<file path="src/design/mwmf_pkg.sv">
package mwmf_pkg;

  localparam int MAX_WIDTH_DEF   = 512;
  localparam int MAX_RADIUS_DEF  = 7;
  localparam int SAMPLE_BITS_DEF = 16;
  localparam int MAX_HEIGHT      = 512;

  localparam int COL_W      = 10;
  localparam int ROW_W      = 10;
  localparam int RAD_W      = 4;
  localparam int RING_MAX_W = 5;
  localparam int CNT_W      = 8;
  localparam int MEAN_W     = 15;
  localparam int CFG_IDX_W  = 2;
  localparam int CFG_DATA_W = 10;

  localparam logic [CFG_IDX_W-1:0] REG_WIDTH  = 2'd0;
  localparam logic [CFG_IDX_W-1:0] REG_HEIGHT = 2'd1;
  localparam logic [CFG_IDX_W-1:0] REG_RADIUS = 2'd2;

  localparam logic [MEAN_W-1:0] MEAN_MAX = 15'h7FFF;

  typedef struct packed {
    logic [COL_W-1:0] width;
    logic [ROW_W-1:0] height;
    logic [RAD_W-1:0] radius;
  } geom_t;

  typedef struct packed {
    logic [ROW_W-1:0]      row;
    logic [COL_W-1:0]      col;
    logic [RING_MAX_W-1:0] ring;
    logic                  last;
  } job_t;

  typedef enum logic [2:0] {
    B_IDLE,
    B_CENTER,
    B_CHECK,
    B_SCAN,
    B_TAIL,
    B_DIV,
    B_OUT
  } back_state_t;

endpackage

</file>
<file path="src/design/mwmf_back.sv">
module mwmf_back #(
  parameter int MAX_WIDTH   = mwmf_pkg::MAX_WIDTH_DEF,
  parameter int MAX_RADIUS  = mwmf_pkg::MAX_RADIUS_DEF,
  parameter int SAMPLE_BITS = mwmf_pkg::SAMPLE_BITS_DEF,
  localparam int LINE_ROWS  = 2 * MAX_RADIUS + 2,
  localparam int RING_W     = $clog2(LINE_ROWS),
  localparam int ADDR_W     = $clog2(LINE_ROWS * MAX_WIDTH)
) (
  input  logic                           clk,
  input  logic                           rst_n,
  input  mwmf_pkg::geom_t                geom,
  input  logic                           job_valid,
  input  mwmf_pkg::job_t                 job,
  output logic                           job_ready,
  output logic [ADDR_W-1:0]              rd_addr,
  input  logic [SAMPLE_BITS-1:0]         rd_data,
  output logic                           out_valid,
  input  logic                           out_ready,
  output logic [mwmf_pkg::MEAN_W-1:0]    out_mean,
  output logic                           out_last,
  output logic                           slice_done
);

  localparam int CW    = mwmf_pkg::COL_W;
  localparam int RW    = mwmf_pkg::ROW_W;
  localparam int NW    = mwmf_pkg::CNT_W;
  localparam int SUM_W = SAMPLE_BITS + NW - 1;
  localparam int DC_W  = $clog2(SUM_W + 1);

  mwmf_pkg::back_state_t state_r, state_nxt;

  logic [CW-1:0]     col_r, x_r, c0_r, c1_r;
  logic [RW-1:0]     y_r, y1_r;
  logic [RING_W-1:0] ring_r, yring_r;
  logic              last_r, acc_en_r;
  logic [SUM_W-1:0]  sum_r;
  logic [NW-1:0]     cnt_r, rem_r;
  logic [DC_W-1:0]   div_cnt_r;
  logic [mwmf_pkg::MEAN_W-1:0] mean_r;

  logic [RW-1:0]     j_r0, j_dr, j_y1;
  logic [CW-1:0]     j_c0, j_c1;
  logic [RING_W-1:0] j_ring, j_ring0;
  logic [RING_W:0]   ring_wide;
  logic              data_pos, scan_end, div_ge;
  logic [NW:0]       div_t;
  logic [SUM_W-1:0]  quo_nxt;
  logic [SUM_W+15:0] quo_ext;

  function automatic logic positive(input logic [SAMPLE_BITS-1:0] s);
    positive = !s[SAMPLE_BITS-1] && (|s);
  endfunction

  assign data_pos = positive(rd_data);

  always_comb begin
    j_ring = RING_W'(job.ring);
    j_r0   = (job.row >= 10'(geom.radius)) ? job.row - 10'(geom.radius) : '0;
    j_dr   = job.row - j_r0;
    ring_wide = {1'b0, j_ring} + (RING_W+1)'(LINE_ROWS) - (RING_W+1)'(j_dr);
    j_ring0 = ({1'b0, j_ring} >= (RING_W+1)'(j_dr)) ? j_ring - RING_W'(j_dr) :
              ring_wide[RING_W-1:0];
    if ({1'b0, job.row} + 11'(geom.radius) > {1'b0, geom.height} - 11'd1) begin
      j_y1 = geom.height - 10'd1;
    end else begin
      j_y1 = job.row + 10'(geom.radius);
    end
    j_c0 = (job.col >= 10'(geom.radius)) ? job.col - 10'(geom.radius) : '0;
    if ({1'b0, job.col} + 11'(geom.radius) > {1'b0, geom.width} - 11'd1) begin
      j_c1 = geom.width - 10'd1;
    end else begin
      j_c1 = job.col + 10'(geom.radius);
    end
  end

  assign scan_end = (x_r == c1_r) && (y_r == y1_r);

  always_comb begin
    div_t   = {rem_r, sum_r[SUM_W-1]};
    div_ge  = div_t >= {1'b0, cnt_r};
    quo_nxt = {sum_r[SUM_W-2:0], div_ge};
    quo_ext = {16'd0, quo_nxt};
  end

  always_comb begin
    state_nxt = state_r;
    case (state_r)
      mwmf_pkg::B_IDLE:   if (job_valid) state_nxt = mwmf_pkg::B_CENTER;
      mwmf_pkg::B_CENTER: state_nxt = mwmf_pkg::B_CHECK;
      mwmf_pkg::B_CHECK:  state_nxt = data_pos ? mwmf_pkg::B_SCAN : mwmf_pkg::B_OUT;
      mwmf_pkg::B_SCAN:   if (scan_end) state_nxt = mwmf_pkg::B_TAIL;
      mwmf_pkg::B_TAIL:   state_nxt = mwmf_pkg::B_DIV;
      mwmf_pkg::B_DIV:    if (div_cnt_r == DC_W'(1)) state_nxt = mwmf_pkg::B_OUT;
      mwmf_pkg::B_OUT:    if (out_ready) state_nxt = mwmf_pkg::B_IDLE;
      default:            state_nxt = mwmf_pkg::B_IDLE;
    endcase
  end

  always_comb begin
    job_ready = 1'b0;
    rd_addr   = ADDR_W'(32'(ring_r) * 32'(MAX_WIDTH) + 32'(col_r));
    case (state_r)
      mwmf_pkg::B_IDLE: job_ready = job_valid;
      mwmf_pkg::B_SCAN: rd_addr = ADDR_W'(32'(yring_r) * 32'(MAX_WIDTH) + 32'(x_r));
      default: ;
    endcase
  end

  assign out_valid  = (state_r == mwmf_pkg::B_OUT);
  assign out_mean   = mean_r;
  assign out_last   = last_r;
  assign slice_done = out_valid && out_ready && last_r;

  always_ff @(posedge clk) begin
    if (!rst_n) begin
      state_r  <= mwmf_pkg::B_IDLE;
      acc_en_r <= 1'b0;
    end else begin
      state_r  <= state_nxt;
      acc_en_r <= (state_r == mwmf_pkg::B_SCAN);
    end
  end

  always_ff @(posedge clk) begin
    case (state_r)
      mwmf_pkg::B_IDLE: begin
        col_r   <= job.col;
        ring_r  <= j_ring;
        last_r  <= job.last;
        y_r     <= j_r0;
        yring_r <= j_ring0;
        y1_r    <= j_y1;
        x_r     <= j_c0;
        c0_r    <= j_c0;
        c1_r    <= j_c1;
      end
      mwmf_pkg::B_CHECK: begin
        sum_r  <= '0;
        cnt_r  <= '0;
        mean_r <= '0;
      end
      mwmf_pkg::B_SCAN: begin
        if (x_r == c1_r) begin
          x_r     <= c0_r;
          y_r     <= y_r + 10'd1;
          yring_r <= (32'(yring_r) == LINE_ROWS - 1) ? '0 : yring_r + 1'b1;
        end else begin
          x_r <= x_r + 10'd1;
        end
      end
      mwmf_pkg::B_TAIL: begin
        div_cnt_r <= DC_W'(SUM_W);
        rem_r     <= '0;
      end
      mwmf_pkg::B_DIV: begin
        sum_r     <= quo_nxt;
        rem_r     <= div_ge ? NW'(div_t - {1'b0, cnt_r}) : div_t[NW-1:0];
        div_cnt_r <= div_cnt_r - 1'b1;
        mean_r    <= (quo_ext > (SUM_W+16)'(mwmf_pkg::MEAN_MAX)) ? mwmf_pkg::MEAN_MAX :
                     quo_ext[mwmf_pkg::MEAN_W-1:0];
      end
      default: ;
    endcase
    if (acc_en_r && data_pos) begin
      sum_r <= sum_r + SUM_W'(rd_data);
      cnt_r <= cnt_r + 1'b1;
    end
  end

endmodule

</file>
<file path="config.mk">
export PLATFORM = sky130hd
export DESIGN_NAME = mwmf_back
export DESIGN_NICKNAME = d
export VERILOG_FILES = /design/src/design/mwmf_pkg.sv /design/src/design/mwmf_back.sv
export SDC_FILE = /design/constraint.sdc
export NUM_CORES = 1
export LEC_CHECK = 0
export ABC_CLOCK_PERIOD_IN_PS = 5000
export BUFFER_PORTS_ARGS = -buffer_cell sky130_fd_sc_hd__buf_2
export CORE_UTILIZATION = 53
export DETAILED_ROUTE_END_ITERATION = 8
export GPL_TIMING_DRIVEN = 0
export PLACE_DENSITY = 0.72
export SLEW_MARGIN = 25
export SYNTH_ARGS = -nofsm -noshare
export SYNTH_HDL_FRONTEND = slang
export SYNTH_SLANG_ARGS = --single-unit
</file>
<file path="constraint.sdc">
create_clock -name clk -period 5 [get_ports clk]
set_clock_uncertainty 0.05 [all_clocks]
set_input_delay 0.5 -clock clk [delete_from_list [all_inputs] [get_ports clk]]
set_output_delay 0.5 -clock clk [all_outputs]
set_load 0.02 [all_outputs]
</file>
# Yosys cells after proc, flatten, opt, wreduce, memory -nomap -nowiden
# Cells that the tools add are included.
[word_totals] reg_bits=132 inputBits=70 output_inout_bits=32 wordCells=105
[classes] n_addsub=23 n_lt_le_gt_ge=7 n_eq_ne=15 mux=29 reduce_logical=15
[op_table] op="$mux W10" n=6
[op_table] op="$pmux W23 S2" n=1
[op_table] op="$pmux W10 S2" n=2
[op_table] op="$pmux W15 S2" n=1
[op_table] op="$add A13 B10 Y13" n=2
[op_table] op="$mux W8" n=3
[op_table] op="$add A23 B16 Y23" n=1
[op_table] op="$gt A23 B15 Y1 const B" n=1
[op_table] op="$mux W23" n=1
[op_table] op="$add A10 B4 Y11" n=2
[op_table] op="$gt A11 B11 Y1" n=2
[op_table] op="$sub A10 B1 Y11 const B" n=2
[op_table] op="$pmux W3 S7" n=1
[op_table] op="$add A10 B1 Y10 const B" n=2
[op_table] op="$add A10 B4 Y10" n=2
[op_table] op="$eq A10 B10 Y1" n=2
[op_table] op="$ge A10 B4 Y1" n=2
[op_table] op="$sub A10 B1 Y10 const B" n=2
[op_table] op="$sub A10 B4 Y10" n=2
[op_table] op="$pmux W8 S2" n=1
[op_table] op="$reduce_or A16 Y1" n=1
[op_table] op="$mux W15" n=1
[op_table] op="$mux W3" n=5
[op_table] op="$mux W13" n=1
[op_table] op="26 further kinds" n=43

# Logic depth before layout (Yosys ltp)
[logic_depth] word_depth=6 mapped_depth=18 depth_no_buf=18

# Least setup slack after synthesis
# No wires, ideal clock.
[synth_timing] kind="input to register" startpoint="input geom[2] (netlist bit)" endpoint="register yring_r[3], data pin" setup_time_ns=0.266 t_arrival_ns=3.550 required_time_ns=4.684 path_slack_ns=1.134 cell_stages=18 n_path_buf=1 cell_sequence="inv_1 ha_1 buf_6 nor2b_4 o21ai_2 nand2_1 or4_4 nor3b_1 or3_1 fa_1 inv_1 ha_1 a21o_1 a21oi_1 xnor2_1 xnor2_1 xnor2_1 o21ai_0"
[synth_between] elab_chain_cells=6 word_cells_on_any_way=9 cone_classes="add/sub (4); order compare (2); mux (3)"
[synth_rtl] element="start: declaration" line="mwmf_back.sv:11" rtl="input mwmf_pkg::geom_t geom,"
[synth_rtl] element="$sub A10 B4 Y10 or $ge A10 B4 Y1 (tied branches)" line="mwmf_back.sv:58" rtl="j_r0 = (job.row >= 10'(geom.radius)) ? job.row - 10'(geom.radius) : '0;"
[synth_rtl] element="$mux W10 *" line="mwmf_back.sv:58"
[synth_rtl] element="$sub A5 B5 Y5 *" line="mwmf_back.sv:59" rtl="j_dr = job.row - j_r0;"
[synth_rtl] element="$sub A4 B4 Y4 (tied with other cells)" line="mwmf_back.sv:60" rtl="ring_wide = {1'b0, j_ring} + (RING_W+1)'(LINE_ROWS) - (RING_W+1)'(j_dr);"
[synth_rtl] element="$mux W4 *" line="mwmf_back.sv:61" rtl="j_ring0 = ({1'b0, j_ring} >= (RING_W+1)'(j_dr)) ? j_ring - RING_W'(j_dr) :"
[synth_rtl] element="$pmux W4 S2 *" line="mwmf_back.sv:125" rtl="case (state_r)"
[synth_rtl] element="end signal: assignment" line="mwmf_back.sv:131" rtl="yring_r <= j_ring0;"
[synth_rtl] element="end signal: assignment" line="mwmf_back.sv:146" rtl="yring_r <= (32'(yring_r) == LINE_ROWS - 1) ? '0 : yring_r + 1'b1;"
[synth_rtl] element="end: declaration" line="mwmf_back.sv:34" rtl="logic [RING_W-1:0] ring_r, yring_r;"
# Every way passes the cells marked *; elsewhere a longest branch is shown, timed or not.
# A chain may end at the register's enable or synchronous reset.

# Worst setup path in the final report
# Ends and elaborated chain as after synthesis.

==> summary.txt <==
Critical path
  – Worst setup EP type: flop
  – Worst EP arrival: 3.99 ns
  – Required time of the critical path: 5.11 ns
  – CP Launch Type: primary input
  – Crit path max fanout: 8
  – CP Class: in -> reg

Route
  – Final ANT Viol Nets: 0
  – Remaining DRCs: 0
  – DR vias/cell: 5.68
  – Drt total wl: about 22000 um
  – First-pass DRT Iterations: 5
  – Avg WL per Cell: 16.2 um
  – Routed vias: just under 8000
  – Initial DRC Count: 440

Synthesis
  – Post-Syn Area per Cell: 9.56 um^2
  – Most frequent cells after synthesis: 128 x edfxtp_1, 109 x nand2_1, 94 x nor2_1, 79 x ha_1, 70 x xnor2_1
  – Most common cell in the synthesized netlist: edfxtp_1
  – Post-synth ARST share: 0
  – Synth cell types: between 60 and 70
  – Largest area contributor in the netlist: edfxtp_1
  – Cell count after synthesis: 1026
  – Register area share after synthesis: 0.400
  – Synth top area cells: edfxtp_1 39%, ha_1 10%, xnor2_1 6.3%
  – Post-synth EDFFs: 128
  – Synth Flop Type: edfxtp_1
  – Post-synth top area share: 0.392
  – Mapped Area: 9810 um^2
  – Syn Nets: 1183
  – Synth Register Bits: ~130
  – Synth Warn #: 0

Clock tree
  – CTS sink count: about 130
  – CTS tree: done
  – Clock latency on the worst-skew pair: 0.44 ns
  – Worst-path clk slew: 0.06 ns
  – Clock Root Buffer: clkbuf_16
  – Clock Tree Buf Depth: 2
  – Hold-fix buffers at CTS: 0
  – TritonCTS Buffers: 17
  – Post-CTS Resized: 0
  – Postcts setup bufs: 0
  – H-tree depth: 4

Global routing
  – Initial antenna violation count: 0
  – Global-route wire length before repair: 37700 um
  – Vias in the first global route: 7774
  – Global route overflow: 0
  – Largest net degree at the start of global routing: 30
  – Total track usage: 0.244

Final layout
  – Layout Nets: 1299
  – Layout cells sized above 1: 0.138
  – Area grow syn2layout: 14.4%
  – Diode count: 0

Die
  – Core area: 18000 um^2
  – Io pins: 102
  – Initial Util: 0.544
  – Die area: 19100 um^2
  – Die width: between 100 and 150 um
  – Rows: 49
  – Die height: 138 um

Run status
  – Status: complete, no violations

Timing
  – Post-route clock period utilization: 0.777
  – Max Fclk: 258 MHz
  – Worst slew pin tran: 0.829 ns
  – Fin worst setup slack: around 1.1 ns
  – Pins Over Slew Limit: 0
  – Worst slew margin: 0.445
  – RSZ-0062 raised after global routing: no
  – Final setup fails: 0
  – Setup_tns: 0 ns
  – Final Hold Viols: 0
  – Fin crit period: 3.88 ns

Place
  – HPWL after detailed placement: 17100 um
  – Pre-CTS setup slack: between 0.6 and 0.7 ns
  – Gpl congestion: 0.892
  – IO buf count: 96

Pwr
  – P_leak: 4.64 nW
  – Power density over cell area: between 400 and 500 nW/um^2
  – Maximum vdd ir drop: 0.293 mV

Run
  – MaxCap Viol Count: 0

Min path
  – Hold WC Path Type: in -> reg
==> layer usage <==
layer / wire length (um) / vias up / global-route usage
met5: 0 / - / 0
met4: 310 / 0 / 0.0804
met3: 1100 / 21 / 0.0353
met2: 11000 / 254 / 0.418
met1: 10000 / 3670 / 0.317
li1: - / 3919 / -
==> report_power, final <==
part	switching [W]	internal (W)	total, W
logic	0.00103	0.000658	0.00169
clock network	0.000515	0.000788	0.00130
registers	0.000229	0.00165	0.00188
==> path summary, 6_finish.rpt <==
| kind | depth (start not counted) | startpoint | end | slack, ns |
|---|---|---|---|---|
| setup / recovery | 19 | geom[2] | yring_r[3] | 1.12 |
| hold / removal | 1 | job[0] | out_last | 0.20 |
| setup reg to reg | 5 | state_r[1] | out_mean[4] | 2.06 |
| hold reg to reg | 1 | acc_en_r | cnt_r[1] | 0.54 |
==> kinds of logic after synthesis <==
kind of cell / Yosys count / share of synthesized area
AOI/OAI and AO/OA: 183 / 0.121
xor gates and xnor gates: 127 / 0.113
adders and majority gates: 87 / 0.117
buffers and inverters: 108 / 0.0443
DFF: 132 / 0.400
muxes: 25 / 0.0256
and+or+nand+nor: 364 / 0.178
==> layout make-up <==
class,instances,area (um^2)
Buffer,48,209
Clock buffer,17,425
Clock inverter,15,181
Fill cell,1520,6810
Inverter,60,225
Multi-Input combinational cell,786,5460
Sequential cell,132,3920
Tap cell,229,287
Timing Repair Buffer,97,508
==> registers in the layout (all words and copies together), names as in the netlist <==
signal,cells
acc_en_r,1
c0_r,10
c1_r,10
cnt_r,8
col_r,10
div_cnt_r,5
out_last,1
out_mean,15
rem_r,8
ring_r,4
state_r,3
sum_r,23
x_r,10
y1_r,10
y_r,10
yring_r,4
==> per-stage QoR <==
stage	area [um^2]	hold slack, ns	cells	utilization	total power [W]
floorplan	9810	0.491	1026	-	0.00307
global route	11200	0.192	1384	0.622	0.00516
detailed placement	10600	0.524	1352	0.589	0.00357
CTS	11200	0.184	1384	0.622	0.00488
global placement	10600	0.508	1351	0.587	0.00350
finish	11200	0.200	1384	0.622	0.00487
==> critical path, stage by stage <==
cell and delay (ns):
buf_2 0.11, inv_1 0.07, ha_1 0.30, buf_6 0.14, nor2b_4 0.12, o21ai_2 0.15, nand2_1 0.10, or4_4 0.43
nor3b_1 0.25, or3_1 0.16, fa_1 0.40, inv_1 0.11, ha_1 0.24, a21o_1 0.17, a21oi_1 0.17, xnor2_1 0.16
xnor2_1 0.16, xnor2_1 0.15, o21ai_0 0.10
==> cells in the final DEF, fill, tap and decap left out, types with 7 or more instances in the layout <==
| master | n |
|---|---|
| a211oi_1 | 8 |
| a21o_1 | 19 |
| a21oi_1 | 32 |
| a31oi_1 | 10 |
| and3_1 | 10 |
| buf_2 | 103 |
| clkbuf_1 | 36 |
| clkbuf_16 | 17 |
| edfxtp_1 | 128 |
| fa_1 | 8 |
| ha_1 | 79 |
| inv_1 | 59 |
| mux2i_1 | 24 |
| nand2_1 | 109 |
| nand3_1 | 55 |
| nand4_1 | 17 |
| nor2_1 | 94 |
| nor2b_1 | 9 |
| nor3_1 | 15 |
| nor4_1 | 15 |
| o21a_1 | 10 |
| o21ai_0 | 55 |
| o22ai_1 | 7 |
| o31ai_1 | 8 |
| or3_1 | 9 |
| xnor2_1 | 70 |
| xor2_1 | 57 |
(Power assumes the default switching activity.)
