### src/design/mwmf_pkg.sv
package mwmf_pkg;

  localparam int MAX_WIDTH_DEF   = 512;
  localparam int MAX_RADIUS_DEF  = 7;
  localparam int SAMPLE_BITS_DEF = 16;
  localparam int MAX_HEIGHT      = 512;

  localparam int COL_W      = 10;
  localparam int ROW_W      = 10;
  localparam int RAD_W      = 4;
  localparam int RING_MAX_W = 5;
  localparam int CNT_W      = 8;
  localparam int MEAN_W     = 15;
  localparam int CFG_IDX_W  = 2;
  localparam int CFG_DATA_W = 10;

  localparam logic [CFG_IDX_W-1:0] REG_WIDTH  = 2'd0;
  localparam logic [CFG_IDX_W-1:0] REG_HEIGHT = 2'd1;
  localparam logic [CFG_IDX_W-1:0] REG_RADIUS = 2'd2;

  localparam logic [MEAN_W-1:0] MEAN_MAX = 15'h7FFF;

  typedef struct packed {
    logic [COL_W-1:0] width;
    logic [ROW_W-1:0] height;
    logic [RAD_W-1:0] radius;
  } geom_t;

  typedef struct packed {
    logic [ROW_W-1:0]      row;
    logic [COL_W-1:0]      col;
    logic [RING_MAX_W-1:0] ring;
    logic                  last;
  } job_t;

  typedef enum logic [2:0] {
    B_IDLE,
    B_CENTER,
    B_CHECK,
    B_SCAN,
    B_TAIL,
    B_DIV,
    B_OUT
  } back_state_t;

endpackage

### src/design/mwmf_front.sv
module mwmf_front #(
  parameter int MAX_WIDTH   = mwmf_pkg::MAX_WIDTH_DEF,
  parameter int MAX_RADIUS  = mwmf_pkg::MAX_RADIUS_DEF,
  parameter int SAMPLE_BITS = mwmf_pkg::SAMPLE_BITS_DEF,
  localparam int LINE_ROWS  = 2 * MAX_RADIUS + 2,
  localparam int RING_W     = $clog2(LINE_ROWS),
  localparam int ADDR_W     = $clog2(LINE_ROWS * MAX_WIDTH)
) (
  input  logic                                clk,
  input  logic                                rst_n,
  input  logic                                cfg_we,
  input  logic [mwmf_pkg::CFG_IDX_W-1:0]      cfg_index,
  input  logic [mwmf_pkg::CFG_DATA_W-1:0]     cfg_data,
  input  logic                                in_valid,
  output logic                                in_ready,
  input  logic                                in_mode,
  input  logic [15:0]                         in_pixel,
  output logic                                wr_en,
  output logic [ADDR_W-1:0]                   wr_addr,
  output logic [SAMPLE_BITS-1:0]              wr_data,
  output mwmf_pkg::geom_t                     geom,
  output logic                                job_valid,
  output mwmf_pkg::job_t                      job,
  input  logic                                job_ready,
  input  logic                                slice_done
);

  localparam int CW = mwmf_pkg::COL_W;
  localparam int RW = mwmf_pkg::ROW_W;

  logic [9:0]        width_r, width_nxt, height_r, height_nxt;
  logic [2:0]        radius_r, radius_nxt;
  logic [CW-1:0]     in_col_r, in_col_nxt, in_col_a;
  logic [RW-1:0]     in_row_r, in_row_nxt, in_row_a;
  logic [RING_W-1:0] in_ring_r, in_ring_nxt, in_ring_a;
  logic              in_done_r, in_done_nxt, in_done_a;
  logic [CW-1:0]     out_col_r, out_col_nxt;
  logic [RW-1:0]     out_row_r, out_row_nxt;
  logic [RING_W-1:0] out_ring_r, out_ring_nxt;
  logic              job_valid_r, job_valid_nxt;
  mwmf_pkg::job_t    job_r, job_nxt;
  logic              hold_r, hold_nxt;

  logic [CW-1:0]     eff_w;
  logic [RW-1:0]     eff_h;
  logic [3:0]        eff_r;
  logic [RW-1:0]     need_row;
  logic [CW-1:0]     need_col;
  logic              accept, store, ready, last, fire;
  logic [SAMPLE_BITS+15:0] pix_ext;

  always_comb begin
    if (width_r == 10'd0) begin
      eff_w = 10'd1;
    end else if ({3'b0, width_r} > 13'(MAX_WIDTH)) begin
      eff_w = 10'(MAX_WIDTH);
    end else begin
      eff_w = width_r;
    end
    if (height_r == 10'd0) begin
      eff_h = 10'd1;
    end else if (height_r > 10'(mwmf_pkg::MAX_HEIGHT)) begin
      eff_h = 10'(mwmf_pkg::MAX_HEIGHT);
    end else begin
      eff_h = height_r;
    end
    if ({1'b0, radius_r} > 4'(MAX_RADIUS)) begin
      eff_r = 4'(MAX_RADIUS);
    end else begin
      eff_r = {1'b0, radius_r};
    end
  end

  assign geom = '{width: eff_w, height: eff_h, radius: eff_r};

  assign in_ready = !job_valid_r && !hold_r;
  assign accept   = in_valid && in_ready;
  assign store    = accept && !in_mode && !in_done_r;

  assign pix_ext = {{SAMPLE_BITS{1'b0}}, in_pixel};
  assign wr_en   = store;
  assign wr_data = pix_ext[SAMPLE_BITS-1:0];
  assign wr_addr = ADDR_W'(32'(in_ring_r) * 32'(MAX_WIDTH) + 32'(in_col_r));

  always_comb begin
    in_col_a  = in_col_r;
    in_row_a  = in_row_r;
    in_ring_a = in_ring_r;
    in_done_a = in_done_r;
    if (store) begin
      if ({1'b0, in_col_r} + 11'd1 >= {1'b0, eff_w}) begin
        in_col_a = '0;
        if ({1'b0, in_row_r} + 11'd1 >= {1'b0, eff_h}) begin
          in_row_a  = '0;
          in_ring_a = '0;
          in_done_a = 1'b1;
        end else begin
          in_row_a  = in_row_r + 10'd1;
          in_ring_a = (32'(in_ring_r) == LINE_ROWS - 1) ? '0 : in_ring_r + 1'b1;
        end
      end else begin
        in_col_a = in_col_r + 10'd1;
      end
    end
  end

  always_comb begin
    if ({1'b0, out_row_r} + 11'(eff_r) > {1'b0, eff_h} - 11'd1) begin
      need_row = eff_h - 10'd1;
    end else begin
      need_row = out_row_r + 10'(eff_r);
    end
    if ({1'b0, out_col_r} + 11'(eff_r) > {1'b0, eff_w} - 11'd1) begin
      need_col = eff_w - 10'd1;
    end else begin
      need_col = out_col_r + 10'(eff_r);
    end
    ready = in_done_a || (in_row_a > need_row) ||
            ((in_row_a == need_row) && (in_col_a > need_col));
    last  = (out_row_r == eff_h - 10'd1) && (out_col_r == eff_w - 10'd1);
    fire  = accept && ready;
  end

  always_comb begin
    width_nxt     = width_r;
    height_nxt    = height_r;
    radius_nxt    = radius_r;
    in_col_nxt    = in_col_r;
    in_row_nxt    = in_row_r;
    in_ring_nxt   = in_ring_r;
    in_done_nxt   = in_done_r;
    out_col_nxt   = out_col_r;
    out_row_nxt   = out_row_r;
    out_ring_nxt  = out_ring_r;
    job_nxt       = job_r;
    job_valid_nxt = job_valid_r && !job_ready;
    hold_nxt      = hold_r && !slice_done;
    if (cfg_we && (cfg_index == mwmf_pkg::REG_WIDTH || cfg_index == mwmf_pkg::REG_HEIGHT ||
                   cfg_index == mwmf_pkg::REG_RADIUS)) begin
      case (cfg_index)
        mwmf_pkg::REG_WIDTH:  width_nxt  = cfg_data;
        mwmf_pkg::REG_HEIGHT: height_nxt = cfg_data;
        default:              radius_nxt = cfg_data[2:0];
      endcase
      in_col_nxt   = '0;
      in_row_nxt   = '0;
      in_ring_nxt  = '0;
      in_done_nxt  = 1'b0;
      out_col_nxt  = '0;
      out_row_nxt  = '0;
      out_ring_nxt = '0;
    end else if (accept) begin
      in_col_nxt  = in_col_a;
      in_row_nxt  = in_row_a;
      in_ring_nxt = in_ring_a;
      in_done_nxt = in_done_a;
      if (fire) begin
        job_valid_nxt = 1'b1;
        job_nxt = '{row: out_row_r, col: out_col_r,
                    ring: mwmf_pkg::RING_MAX_W'(out_ring_r), last: last};
        if (last) begin
          hold_nxt     = 1'b1;
          in_col_nxt   = '0;
          in_row_nxt   = '0;
          in_ring_nxt  = '0;
          in_done_nxt  = 1'b0;
          out_col_nxt  = '0;
          out_row_nxt  = '0;
          out_ring_nxt = '0;
        end else if ({1'b0, out_col_r} + 11'd1 >= {1'b0, eff_w}) begin
          out_col_nxt  = '0;
          out_row_nxt  = out_row_r + 10'd1;
          out_ring_nxt = (32'(out_ring_r) == LINE_ROWS - 1) ? '0 : out_ring_r + 1'b1;
        end else begin
          out_col_nxt = out_col_r + 10'd1;
        end
      end
    end
  end

  always_ff @(posedge clk) begin
    if (!rst_n) begin
      width_r     <= 10'd512;
      height_r    <= 10'd512;
      radius_r    <= 3'd1;
      in_col_r    <= '0;
      in_row_r    <= '0;
      in_ring_r   <= '0;
      in_done_r   <= 1'b0;
      out_col_r   <= '0;
      out_row_r   <= '0;
      out_ring_r  <= '0;
      job_valid_r <= 1'b0;
      hold_r      <= 1'b0;
    end else begin
      width_r     <= width_nxt;
      height_r    <= height_nxt;
      radius_r    <= radius_nxt;
      in_col_r    <= in_col_nxt;
      in_row_r    <= in_row_nxt;
      in_ring_r   <= in_ring_nxt;
      in_done_r   <= in_done_nxt;
      out_col_r   <= out_col_nxt;
      out_row_r   <= out_row_nxt;
      out_ring_r  <= out_ring_nxt;
      job_valid_r <= job_valid_nxt;
      hold_r      <= hold_nxt;
    end
  end

  always_ff @(posedge clk) begin
    job_r <= job_nxt;
  end

  assign job_valid = job_valid_r;
  assign job       = job_r;

endmodule

### config.mk
export PLATFORM = sky130hd
export DESIGN_NAME = mwmf_front
export DESIGN_NICKNAME = d
export VERILOG_FILES = /design/src/design/mwmf_pkg.sv /design/src/design/mwmf_front.sv
export SDC_FILE = /design/constraint.sdc
export NUM_CORES = 1
export LEC_CHECK = 0
export BUFFER_PORTS_ARGS = -buffer_cell sky130_fd_sc_hd__buf_2
export CORE_AREA = 2 2 139 141
export DETAILED_ROUTE_END_ITERATION = 7
export DIE_AREA = 0 0 141 143
export PLACE_DENSITY = 0.72
export SYNTH_ARGS = -nofsm -noshare
export SYNTH_HDL_FRONTEND = slang
export SYNTH_SLANG_ARGS = --single-unit
### constraint.sdc
create_clock -name clk -period 8.7 [get_ports clk]
set_input_delay 1.305 -clock clk [delete_from_list [all_inputs] [get_ports clk]]
set_output_delay 1.305 -clock clk [all_outputs]
set_load 0.03 [all_outputs]
; Word level (Yosys, flattened, before mapping)
; Cells that the tools add are included.
[word_totals]
ff_bits = 99
inputBits = 35
out_inout_bits = 82
word_cells = 125
[op_classes]
n_addsub = 18
magnitude_cmp = 9
n_eq_ne = 7
n_mux = 40
n_bitwise = 3
reduce_logical = 32
[ops]
columns = op, count
row1 = $mux 10, 19
row2 = $add 10x1->10 const B, 4
row3 = $mux 4, 9
row4 = $add 10x1->11 const B, 3
row5 = $ge 11x10->1, 3
row6 = $eq 10x10->1, 3
row7 = $add 10x3->11, 2
row8 = $gt 11x11->1, 2
row9 = $sub 10x1->11 const B, 2
row10 = $add 10x3->10, 2
row11 = $gt 10x10->1, 2
row12 = $gt 10x10->1 const B, 2
row13 = $logic_not 10->1, 2
row14 = $sub 10x1->10 const B, 2
row15 = $add 13x10->13, 1
row16 = $mux 1, 12
row17 = $logic_and 1x1->1, 10
row18 = $add 4x1->4 const B, 2
row19 = $eq 4x4->1 const B, 2
row20 = $reduce_and 2->1, 4
row21 = $logic_not 1->1, 6
row22 = $reduce_and 3->1, 2
row23 = $logic_or 1x1->1, 4
row24 = $reduce_or 2->1, 2
row25 = other kinds (5), 7

; Longest topological paths before layout
; Gate-level depths: netlist of the first run.
[logic_depth]
word_depth = 14
mapped_depth = 31
mapped_depth_nobuf = 27

; Worst setup path after synthesis of the first run
; No wires, ideal clock.
[synth_path]
path_kind = reg2reg
start = reg height_r[3]
end = reg job_r (netlist bit job[0]), enable pin
setup_ps = 410
arrival_ps = 6473
t_required_ps = 8290
path_slack_ps = 1818
stages_incl_launch_ff = 29
path_buffers = 4
synth_period_minus_slack_ps = 6882
cell_sequence = dfxtp_1 -> buf_6 -> or4_4 -> buf_6 -> nor3_4 -> a21oi_1 -> or2_2 -> ha_1 -> inv_1 -> xnor2_1 -> inv_1 -> ha_1 -> o21a_1 -> o21a_1 -> o21ai_0 -> nand2b_1 -> a21oi_1 -> o21ai_0 -> o41ai_1 -> clkbuf_1 -> mux2i_1 -> ha_1 -> and4_1 -> a221oi_1 -> o21ai_0 -> a31oi_1 -> o21a_1 -> clkbuf_1 -> nor2_1
[synth_between]
elab_chain_cells = 12
elab_cells_between_ends = 22
classes_between = add/sub (2) / order compare (4) / eq/ne (1) / mux (9) / reduce/logical (6)
[synth_rtl]
columns = element, line_no
row1 = from (decl), mwmf_front.sv:31  ; logic [9:0] width_r, width_nxt, height_r, height_nxt;
row2 = from (signal assigned), mwmf_front.sv:197  ; height_r <= height_nxt;
row3 = $gt 10x10->1, mwmf_front.sv:62  ; end else if (height_r > 10'(mwmf_pkg::MAX_HEIGHT)) begin
row4 = $mux 10, mwmf_front.sv:62
row5 = $mux 10 (*), mwmf_front.sv:60  ; if (height_r == 10'd0) begin
row6 = "parallel branches: the longest is 6 deep, another holds $sub 10x1->11", n/a
row7 = $logic_or 1x1->1 (*), mwmf_front.sv:118  ; ready = in_done_a || (in_row_a > need_row) ||
row8 = $logic_and 1x1->1 (*), mwmf_front.sv:121  ; fire = accept && ready;
row9 = $reduce_and 3->1 (no source line) (*), n/a
row10 = to (signal assigned), mwmf_front.sv:212  ; job_r <= job_nxt;
row11 = to (decl), mwmf_front.sv:41  ; mwmf_pkg::job_t job_r, job_nxt;
; Mark *: on every way between the ends.
; A chain may end at the register's enable or synchronous reset.

; Final worst setup path of the first run
[layout_path]
start = reg width_r[9]
end = reg job_r (netlist bit job[18]), enable pin
[layout_between]
elab_chain_cells = 11
elab_cells_between_ends = 23
classes_between = add/sub (2) / order compare (5) / eq/ne (1) / mux (9) / reduce/logical (6)
[layout_rtl]
columns = element, line_no
row1 = from (decl), mwmf_front.sv:31
row2 = from (signal assigned), mwmf_front.sv:196  ; width_r <= width_nxt;
row3 = $gt 10x10->1, mwmf_front.sv:55  ; end else if ({3'b0, width_r} > 13'(MAX_WIDTH)) begin
row4 = $mux 10, mwmf_front.sv:55
row5 = $mux 10 (*), mwmf_front.sv:53  ; if (width_r == 10'd0) begin
row6 = $sub 10x1->11 / $ge 11x10->1 (equally long branches), "mwmf_front.sv:113, mwmf_front.sv:91"
row7 = $gt 11x11->1 / $mux 10 (equally long branches), "mwmf_front.sv:113, mwmf_front.sv:91"
row8 = $mux 10 (on tied branches), "mwmf_front.sv:113, mwmf_front.sv:90"
row9 = "$gt 10x10->1, or another cell as far along", mwmf_front.sv:119  ; ((in_row_a == need_row) && (in_col_a > need_col));
row10 = $logic_and 1x1->1 / $logic_or 1x1->1 (equally long branches), "mwmf_front.sv:119, mwmf_front.sv:118"
row11 = $logic_or 1x1->1 (*), mwmf_front.sv:118
row12 = $logic_and 1x1->1 (*), mwmf_front.sv:121
row13 = $reduce_and 3->1 (no source line) (*), n/a
; Every way passes the cells marked *; elsewhere a longest branch is shown, timed or not.

==> results of run 1 <==
## logic make-up after synthesis
kind of cell             after synthesis
other                                  2
XOR/XNOR                              62
AND/OR/NAND/NOR                      337
AO/OA/AOI/OAI                        208
adder cells (fa/ha/maj)               90
buffers and inverters                128
multiplexers                          42
flip-flops                            99
## sequential cells by signal (all words and copies together) (netlist names), 4 cells and up
register and cells:
job 25, height_r 10, in_col_r 10, in_row_r 10, out_col_r 10, out_row_r 10, width_r 10, in_ring_r 4
out_ring_r 4
## how the worst max path moves through the flow
stage                     slack (ns)  depth (start not counted)  endpoint        start
final                           1.35                         21   job[18]   width_r[9]
after global routing            0.80                         23    hold_r   width_r[9]
after floorplan                 1.82                         28    job[0]  height_r[3]
after CTS                       1.49                         23    hold_r   width_r[9]
after global placement          1.73                         26    hold_r   width_r[4]
after detailed placement        1.55                         23    hold_r   width_r[9]
## placed cells by master, fill, tap and decap left out, types with 39 or more instances in the layout
| cell type | count |
|---|---|
| a21oi_1 | 47 |
| buf_2 | 82 |
| dfxtp_1 | 74 |
| ha_1 | 88 |
| inv_1 | 50 |
| mux2i_1 | 39 |
| nand2_1 | 90 |
| nand3_1 | 43 |
| nor2_1 | 57 |
| o21ai_0 | 45 |
## layout make-up
cell class / instances / area (um2)
fillers: 1742 / 9750
inverters: 51 / 191
clock inverters: 7 / 52.6
clock buffers: 9 / 225
well taps: 234 / 293
repair buffers: 85 / 433
multi-input cells: 743 / 5400
flip-flops and latches: 99 / 2230
## power breakdown
| group | leakage [uW] | internal [uW] | total, uW | switching (uW) |
|---|---|---|---|---|
| registers | 0.000822 | 478 | 488 | 9.85 |
| clock network | 0.000136 | 196 | 391 | 195 |
| logic | 0.00308 | 48.2 | 138 | 89.8 |
## per-stage QoR
step | hold WS (ns) | power (uW) | worst slack [ns] | area (um2)
finish | 0.542 | 1020 | 1.35 | 8830
detailed placement | 0.520 | 634 | 1.55 | 8550
global placement | 0.504 | 632 | 1.73 | 8550
CTS | 0.541 | 1020 | 1.49 | 8830
global route | 0.547 | 1050 | 0.797 | 8830
floorplan | 0.403 | 614 | 1.82 | 8270
## routing by layer
metal | wire (um) | global-route usage (%)
met5 | 0 | 0
met3 | 1570 | 5.30
met2 | 9950 | 34.8
met1 | 10900 | 32.5
met4 | 354 | 5.84
## worst reg2reg max path, delay by kind of cell (launching register included)
| kind | cells | cell delay (ns) |
|---|---|---|
| flip-flops | 1 | 0.59 |
| AO/OA/AOI/OAI | 11 | 2.72 |
| buffers and inverters | 2 | 0.79 |
| adder cells (fa/ha/maj) | 3 | 1.06 |
| AND/OR/NAND/NOR | 3 | 1.32 |
| multiplexers | 2 | 0.53 |
==> results.toml, run 1 <==
[sta]
fin_skew_ns = 0.00963
finalCritPeriodShare_pct = 84.5
grt_setup_unrepaired = "false"
timing.setup.tns_ns = 0
min_period_ns = 7.35
timing.final.hold_violations = 0
fmax_mhz = 136
relSlewSlack_pct = 27.6
slew_violations = 0
worst_slew_pin_slew_ns = 1.09
setup_viol = 0

[cells_and_area]
diodes = 0
num-nets-final = 1114
areaGrowthSynthToFinish_pct = 6.81
layout.cells.non_filler = 1228
drive_gt1_share_pct = 13.8
fin_util_pct = 47.5

[cts]
cts_resized = 0
cts_hold_buffers = 0
worst_skew_pair.late_latency_ns = 0.36
cts_setup_buffers = 0
cts_buffers = 9
cts-root-buf = "clkbuf_16"
clockBufferDepth = 2
htree_levels = 3
cts_tree = "done"
cts_sinks = 99
path_clk_slew_ns = 0.07

[synthesis]
yosysMostFrequentCell = "nand2_1"
synth-adder-area-share_pct = 13.8
synth_seq_cells = 99
syn_area_mm2 = 0.00827
avgSynthCellArea_um2 = 8.54
netlist_instances = 968
synth_edf_count = 25
synth_top_family_by_area = "simple AND/OR/NAND/NOR gates"
synthTopCellsByCount = "nand2_1 (90), ha_1 (88), dfxtp_1 (74)"
yosys.area_share.xor_xnor_pct = 6.57
synthMuxAreaShare_pct = 5.13
synth_top_flop_cell = "dfxtp_1"
ys_async_sr_fraction_pct = 0
synthSimpleGateAreaFrac_pct = 21.7
netlist.area_leader.share_pct = 17.9
ys_top_cells_by_area = "dfxtp_1 (18%), ha_1 (13%), edfxtp_1 (9.1%)"
yosysTopAreaCell = "dfxtp_1"
synth_compound_area_share_pct = 17.7
yosys_warnings = 0
yosysSeqAreaShare_pct = 27.0
synth.distinct_cells = 85

[routing]
drc = 0
ant_nets = 0
vias_per_cell = 5.89
vias = 7229
drt-initial-drc-count = 625
wirelength_mm = 22.7
post_drt_wl_per_cell_um = 18.5
drtPass1Iterations = 5

[worst_hold_path]
hold_depth = 2
hp-class = "reg -> reg"
holdPathEnd = "height_r[6]"
hold_path_startpoint = "height_r[6]"

[setup_path]
slowest_stage = "a21oi_1"
path_common_cell = "o21a_1"
arrival_ns = 7.39
worstReg2RegStart = "width_r[9]"
r2r_cells = 21
critPathTopFamily = "compound AO/OA/AOI/OAI gates"
r2r_end = "job[18]"
crit_path_start_kind = "register"
critPathKind = "reg -> reg"
critPathMaxStageDelay_ns = 0.87
r2r_setup_slack_ns = 1.35
cp-end-kind = "register"
cp_num_buf_inv = 2
crit_required_ns = 8.73
crit_chain = "inv_1, nand2_1, ha_1, or3b_4, a221oi_4, ha_1, o21a_1, o21a_1, o21a_1, o2111ai_1, a21oi_1, mux2_2, ha_1, a211oi_1, o21bai_1, mux2i_1, o21ai_0, a31oi_1, o21a_1, nor2_2, buf_4"
cp_max_fo = 18

[floorplan]
initial_utilization_pct = 44.5
die_area_mm2 = 0.0202
fp.dieW_um = 141
ios = 117
core_mm2 = 0.0186
die_h_um = 143
num_rows = 50

[pwr]
p_leak_uw = 0.00404
powerDensity_mw_per_mm2 = 115
ir_worst_vdd_mv = 0.101

[global_routing]
grt_max_degree = 28
grt_first_pass_wirelength_mm = 35.9
grt_use_total_pct = 22.8
antenna_found_initial = 0
grt_overflow = 0
grt_pass1_vias = 6553

[place]
portBuffers = 82
dpl.hpwl_mm = 17.7
place_congestion = 0.915
dpl.cell_count = 1212

[status]
status = "finished clean"

[flow_run]
drv_cap = 0
(Power assumes the default switching activity.)
==> inputs of run 2 (changes only) <==
Clock period 8.7 ns to 7.2 ns, I/O delays scaled along.
==> run 2 against run 1 <==
  * Combinational power grew 21%
  * First-iteration DRC count shrank 5.0%
  * Via count is essentially flat
  * Wire length shrank 1.2%
  * Clock power grew 33%
  * Cell count grew 0.33%
  * Critical endpoint is now out_row_r[4]
==> results.toml, run 2 (synthesis gave the netlist of run 1 again) <==
[cells_and_area]
fin_util_pct = 47.9
diodes = 0
final_common_cell = "nand2_1"
largest_register_ffs = 25
nFillCells = 1794
num-nets-final = 1118
final_cell_mix = "nand2_1 (90), ha_1 (88), buf_2 (82)"
areaGrowthSynthToFinish_pct = 7.61
drive_gt1_share_pct = 14.0

[floorplan]
initial_utilization_pct = 44.5
num_rows = 50
fp.dieW_um = 141
die_h_um = 143
die_area_mm2 = 0.0202
core_mm2 = 0.0186
ios = 117

[pwr]
powerDensity_mw_per_mm2 = 144
p_leak_uw = 0.00408
ir_worst_vdd_mv = 0.117

[cts]
cts_hold_buffers = 0
cts_resized = 0
htree_levels = 3
clockBufferDepth = 2
cts-root-buf = "clkbuf_16"
cts_tree = "done"
cts_setup_buffers = 0
cts_buffers = 9
cts_sinks = 99
worst_skew_pair.late_latency_ns = 0.36
path_clk_slew_ns = 0.07

[setup_path]
critPathKind = "reg -> reg"
arrival_ns = 7.06
crit_path_start_kind = "register"
cp_max_fo = 14
cp-end-kind = "register"
crit_required_ns = 7.47

[place]
place_congestion = 0.925
portBuffers = 82
pre_cts_slack_ns = 0.569
dpl.hpwl_mm = 17.6

[routing]
ant_nets = 0
drt-initial-drc-count = 594
post_drt_wl_per_cell_um = 18.2
wirelength_mm = 22.5
drc = 0
vias = 7224
vias_per_cell = 5.86
drtPass1Iterations = 6

[sta]
fin_skew_ns = 0.0129
fmax_mhz = 147
worst_slew_pin_slew_ns = 1.08
slew_violations = 0
whs_ns = 0.515
setup_viol = 0
grt_setup_unrepaired = "false"
min_period_ns = 6.79
relSlewSlack_pct = 27.8
timing.final.hold_violations = 0
setup_slack_ns = 0.410
finalCritPeriodShare_pct = 94.3
timing.setup.tns_ns = 0

[global_routing]
grt_overflow = 0
grt_use_total_pct = 22.6
grt_first_pass_wirelength_mm = 35.7
grt_max_degree = 28
grt_pass1_vias = 6681
antenna_found_initial = 0

[flow_run]
drv_cap = 0

[status]
status = "finished clean"

[worst_hold_path]
hp-class = "reg -> reg"
[run 2: layout make-up]
class                           count  area, um2  share of cell area [%]
Tap cell                          234        293                    3.29
Clock buffer                       12        268                    3.01
Sequential cell                    99       2230                    25.1
Clock inverter                      4       46.3                   0.520
Timing Repair Buffer               89        463                    5.20
Multi-Input combinational cell    743       5400                    60.7
Inverter                           51        191                    2.15
[run 2: critical path, stage by stage, from the launching register on]
cell and delay, ns:
dfxtp_1 0.42, or4_1 0.58, nor2_1 0.17, a21oi_1 0.10
or2_2 0.35, ha_1 0.42, xnor2_1 0.24, ha_1 0.35
o21a_1 0.11, o21a_1 0.17, o21a_1 0.16, o21a_1 0.16
o21a_1 0.17, o2111ai_1 0.17, a21oi_1 0.09, buf_4 0.20
mux2_2 0.30, ha_1 0.29, a211oi_1 0.22, o21bai_1 0.13
nor4_1 0.44, o21ai_0 0.21, a31oi_1 0.37, o21ai_4 0.22
nand2_1 0.12, nand2_1 0.28, a21oi_1 0.27
[run 2: stage by stage]
step / power [uW] / cell area [um2] / cells
6_report: 1280 / 8900 / 1232
5_1_grt: 1320 / 8900 / 1232
4_1_cts: 1280 / 8900 / 1232
3_5_place_dp: 768 / 8580 / 1216
3_3_place_gp: 765 / 8580 / 1216
2_1_floorplan: 742 / 8270 / 970
[run 2: worst paths after layout]
kind                              startpoint           end  slack (ns)  depth (start not counted)
worst min register to register  in_ring_r[1]  in_ring_r[1]        0.51                          2
worst max register to register    width_r[4]  out_row_r[4]        0.41                         26
worst max-delay path              width_r[4]  out_row_r[4]        0.41                         26
worst min-delay path            in_ring_r[1]  in_ring_r[1]        0.51                          2
[run 2: metal layers]
layer  vias up  track usage (%)  share of wire [%]
li1       3501                -                  -
met1      3387             32.6                 47
met2       300             34.4                 44
met3        36             4.06                7.6
met4         0             6.68                1.8
met5         -                0                  0
[run 2: power breakdown]
group	internal (uW)	total, uW	switching [uW]
sequential	577	590	12.4
combinational	59.3	167	108
clock	300	521	222
total	936	1280	342
==> inputs of run 3 (changes only) <==
Settings changed: PLACE_DENSITY 0.72 to 0.67, RECOVER_POWER set to 50.
==> run 3 against run 2 <==
  * The run now ends with max-capacitance violations, max-slew violations left
  * Core utilization is 0.15 points higher
  * Cell count is 0.81% higher
  * Clock power is 3% higher
  * Fmax is 0.54% higher
  * Die area stayed put
  * Critical path type unchanged
  * Largest power group unchanged
  * Highest routed layer unchanged
==> results.toml, run 3 (synthesis gave the netlist of run 1 again) <==
[cells_and_area]
final_common_cell = "nand2_1"
num-nets-final = 1128
areaGrowthSynthToFinish_pct = 7.96
final_cell_mix = "nand2_1 (90), ha_1 (88), dfxtp_1 (74)"
drive_gt1_share_pct = 10.9
nFillCells = 1806
diodes = 0
largest_register_ffs = 25

[cts]
cts_tree = "done"
clockBufferDepth = 2
cts-root-buf = "clkbuf_16"
cts_sinks = 99
path_clk_slew_ns = 0.08
htree_levels = 3
worst_skew_pair.late_latency_ns = 0.37
cts_buffers = 9

[floorplan]
core_mm2 = 0.0186
die_area_mm2 = 0.0202
die_h_um = 143
num_rows = 50
ios = 117
initial_utilization_pct = 44.5
fp.dieW_um = 141

[routing]
drt-initial-drc-count = 579
wirelength_mm = 23.0
drc = 0
drtPass1Iterations = 5
vias_per_cell = 5.77
vias = 7161
ant_nets = 0
post_drt_wl_per_cell_um = 18.5

[pwr]
power.total_uw = 1300
p_leak_uw = 0.00401
powerDensity_mw_per_mm2 = 145
ir_worst_vdd_mv = 0.159

[sta]
min_period_ns = 6.75
grt_setup_unrepaired = "false"
timing.final.hold_violations = 0
setup_viol = 0
slew_violations = 13
timing.setup.tns_ns = 0
finalCritPeriodShare_pct = 93.8
worst_slew_pin_slew_ns = 1.75
relSlewSlack_pct = -16.9
fmax_mhz = 148
fin_skew_ns = 0.0118

[status]
status = "finished, violations left"
violations = "max-capacitance violations, max-slew violations"

[setup_path]
slowest_stage = "or4_4"
crit_path_start_kind = "register"
critPathKind = "reg -> reg"
critPathMaxStageDelay_ns = 0.64
r2r_cells = 29
arrival_ns = 7.01
cp-end-kind = "register"
cp_max_fo = 17
crit_required_ns = 7.46

[global_routing]
antenna_found_initial = 0
grt_first_pass_wirelength_mm = 36.8
grt_max_degree = 28
grt_use_total_pct = 23.4
grt_pass1_vias = 6689
grt_overflow = 0

[worst_hold_path]
hold_depth = 2
hp-class = "reg -> reg"

[flow_run]
drv_cap = 1

[place]
place_congestion = 0.950
portBuffers = 82
dpl.hpwl_mm = 17.9
run 3: worst paths after layout:
| kind | start | endpoint | slack [ns] |
|---|---|---|---|
| max | height_r[3] | hold_r | 0.45 |
| min | in_row_r[5] | in_row_r[5] | 0.53 |
| max reg2reg | height_r[3] | hold_r | 0.45 |
| min reg2reg | in_row_r[5] | in_row_r[5] | 0.53 |
run 3: metrics by stage:
| step | instances | area [um2] | hold slack, ns | setup WS (ns) | utilization, % |
|---|---|---|---|---|---|
| final | 1242 | 8920 | 0.528 | 0.446 | 48.0 |
| after global routing | 1242 | 8920 | 0.542 | 0.00155 | 48.0 |
| after CTS | 1242 | 8980 | 0.524 | 0.363 | 48.3 |
| after detailed placement | 1226 | 8660 | 0.514 | 0.394 | 46.6 |
| after global placement | 1226 | 8660 | 0.502 | 0.423 | 46.6 |
| after floorplan | 970 | 8270 | 0.403 | 0.318 | - |
run 3: layer usage:
| layer | vias to the layer above | global-route usage (%) | routed length [um] |
|---|---|---|---|
| li1 | 3527 | - | - |
| met1 | 3373 | 33.9 | 11200 |
| met2 | 238 | 36.0 | 10000 |
| met3 | 23 | 4.23 | 1390 |
| met4 | 0 | 6.05 | 321 |
| met5 | - | 0 | 0 |
run 3: power by group:
group / switching (uW) / internal (uW)
clock network: 240 / 296
logic: 112 / 60.7
registers: 9.58 / 577
total: 361 / 934
run 3: critical path: cells and delay by family (launching register included):
kind | cells | cell delay [ns]
adders and majority gates | 3 | 0.88
muxes | 1 | 0.26
and+or+nand+nor | 6 | 1.42
xor gates and xnor gates | 1 | 0.18
DFF | 1 | 0.43
AOI/OAI and AO/OA | 14 | 2.67
buffers and inverters | 4 | 0.78
run 3: cell type report:
cell class	instances	area, um2	share of cell area [%]
sequential	99	2230	25.0
clock buffer	11	254	2.85
multi-input combinational	743	5400	60.5
timing repair buffer	99	488	5.47
inverter	51	191	2.14
clock inverter	5	67.6	0.757
tap	234	293	3.28
run 3: repair_timing:
action	in CTS	in global routing
buffers inserted	0	0
gates resized for setup	0	1
endpoints found under the setup margin	0	15
hold buffers	0	0
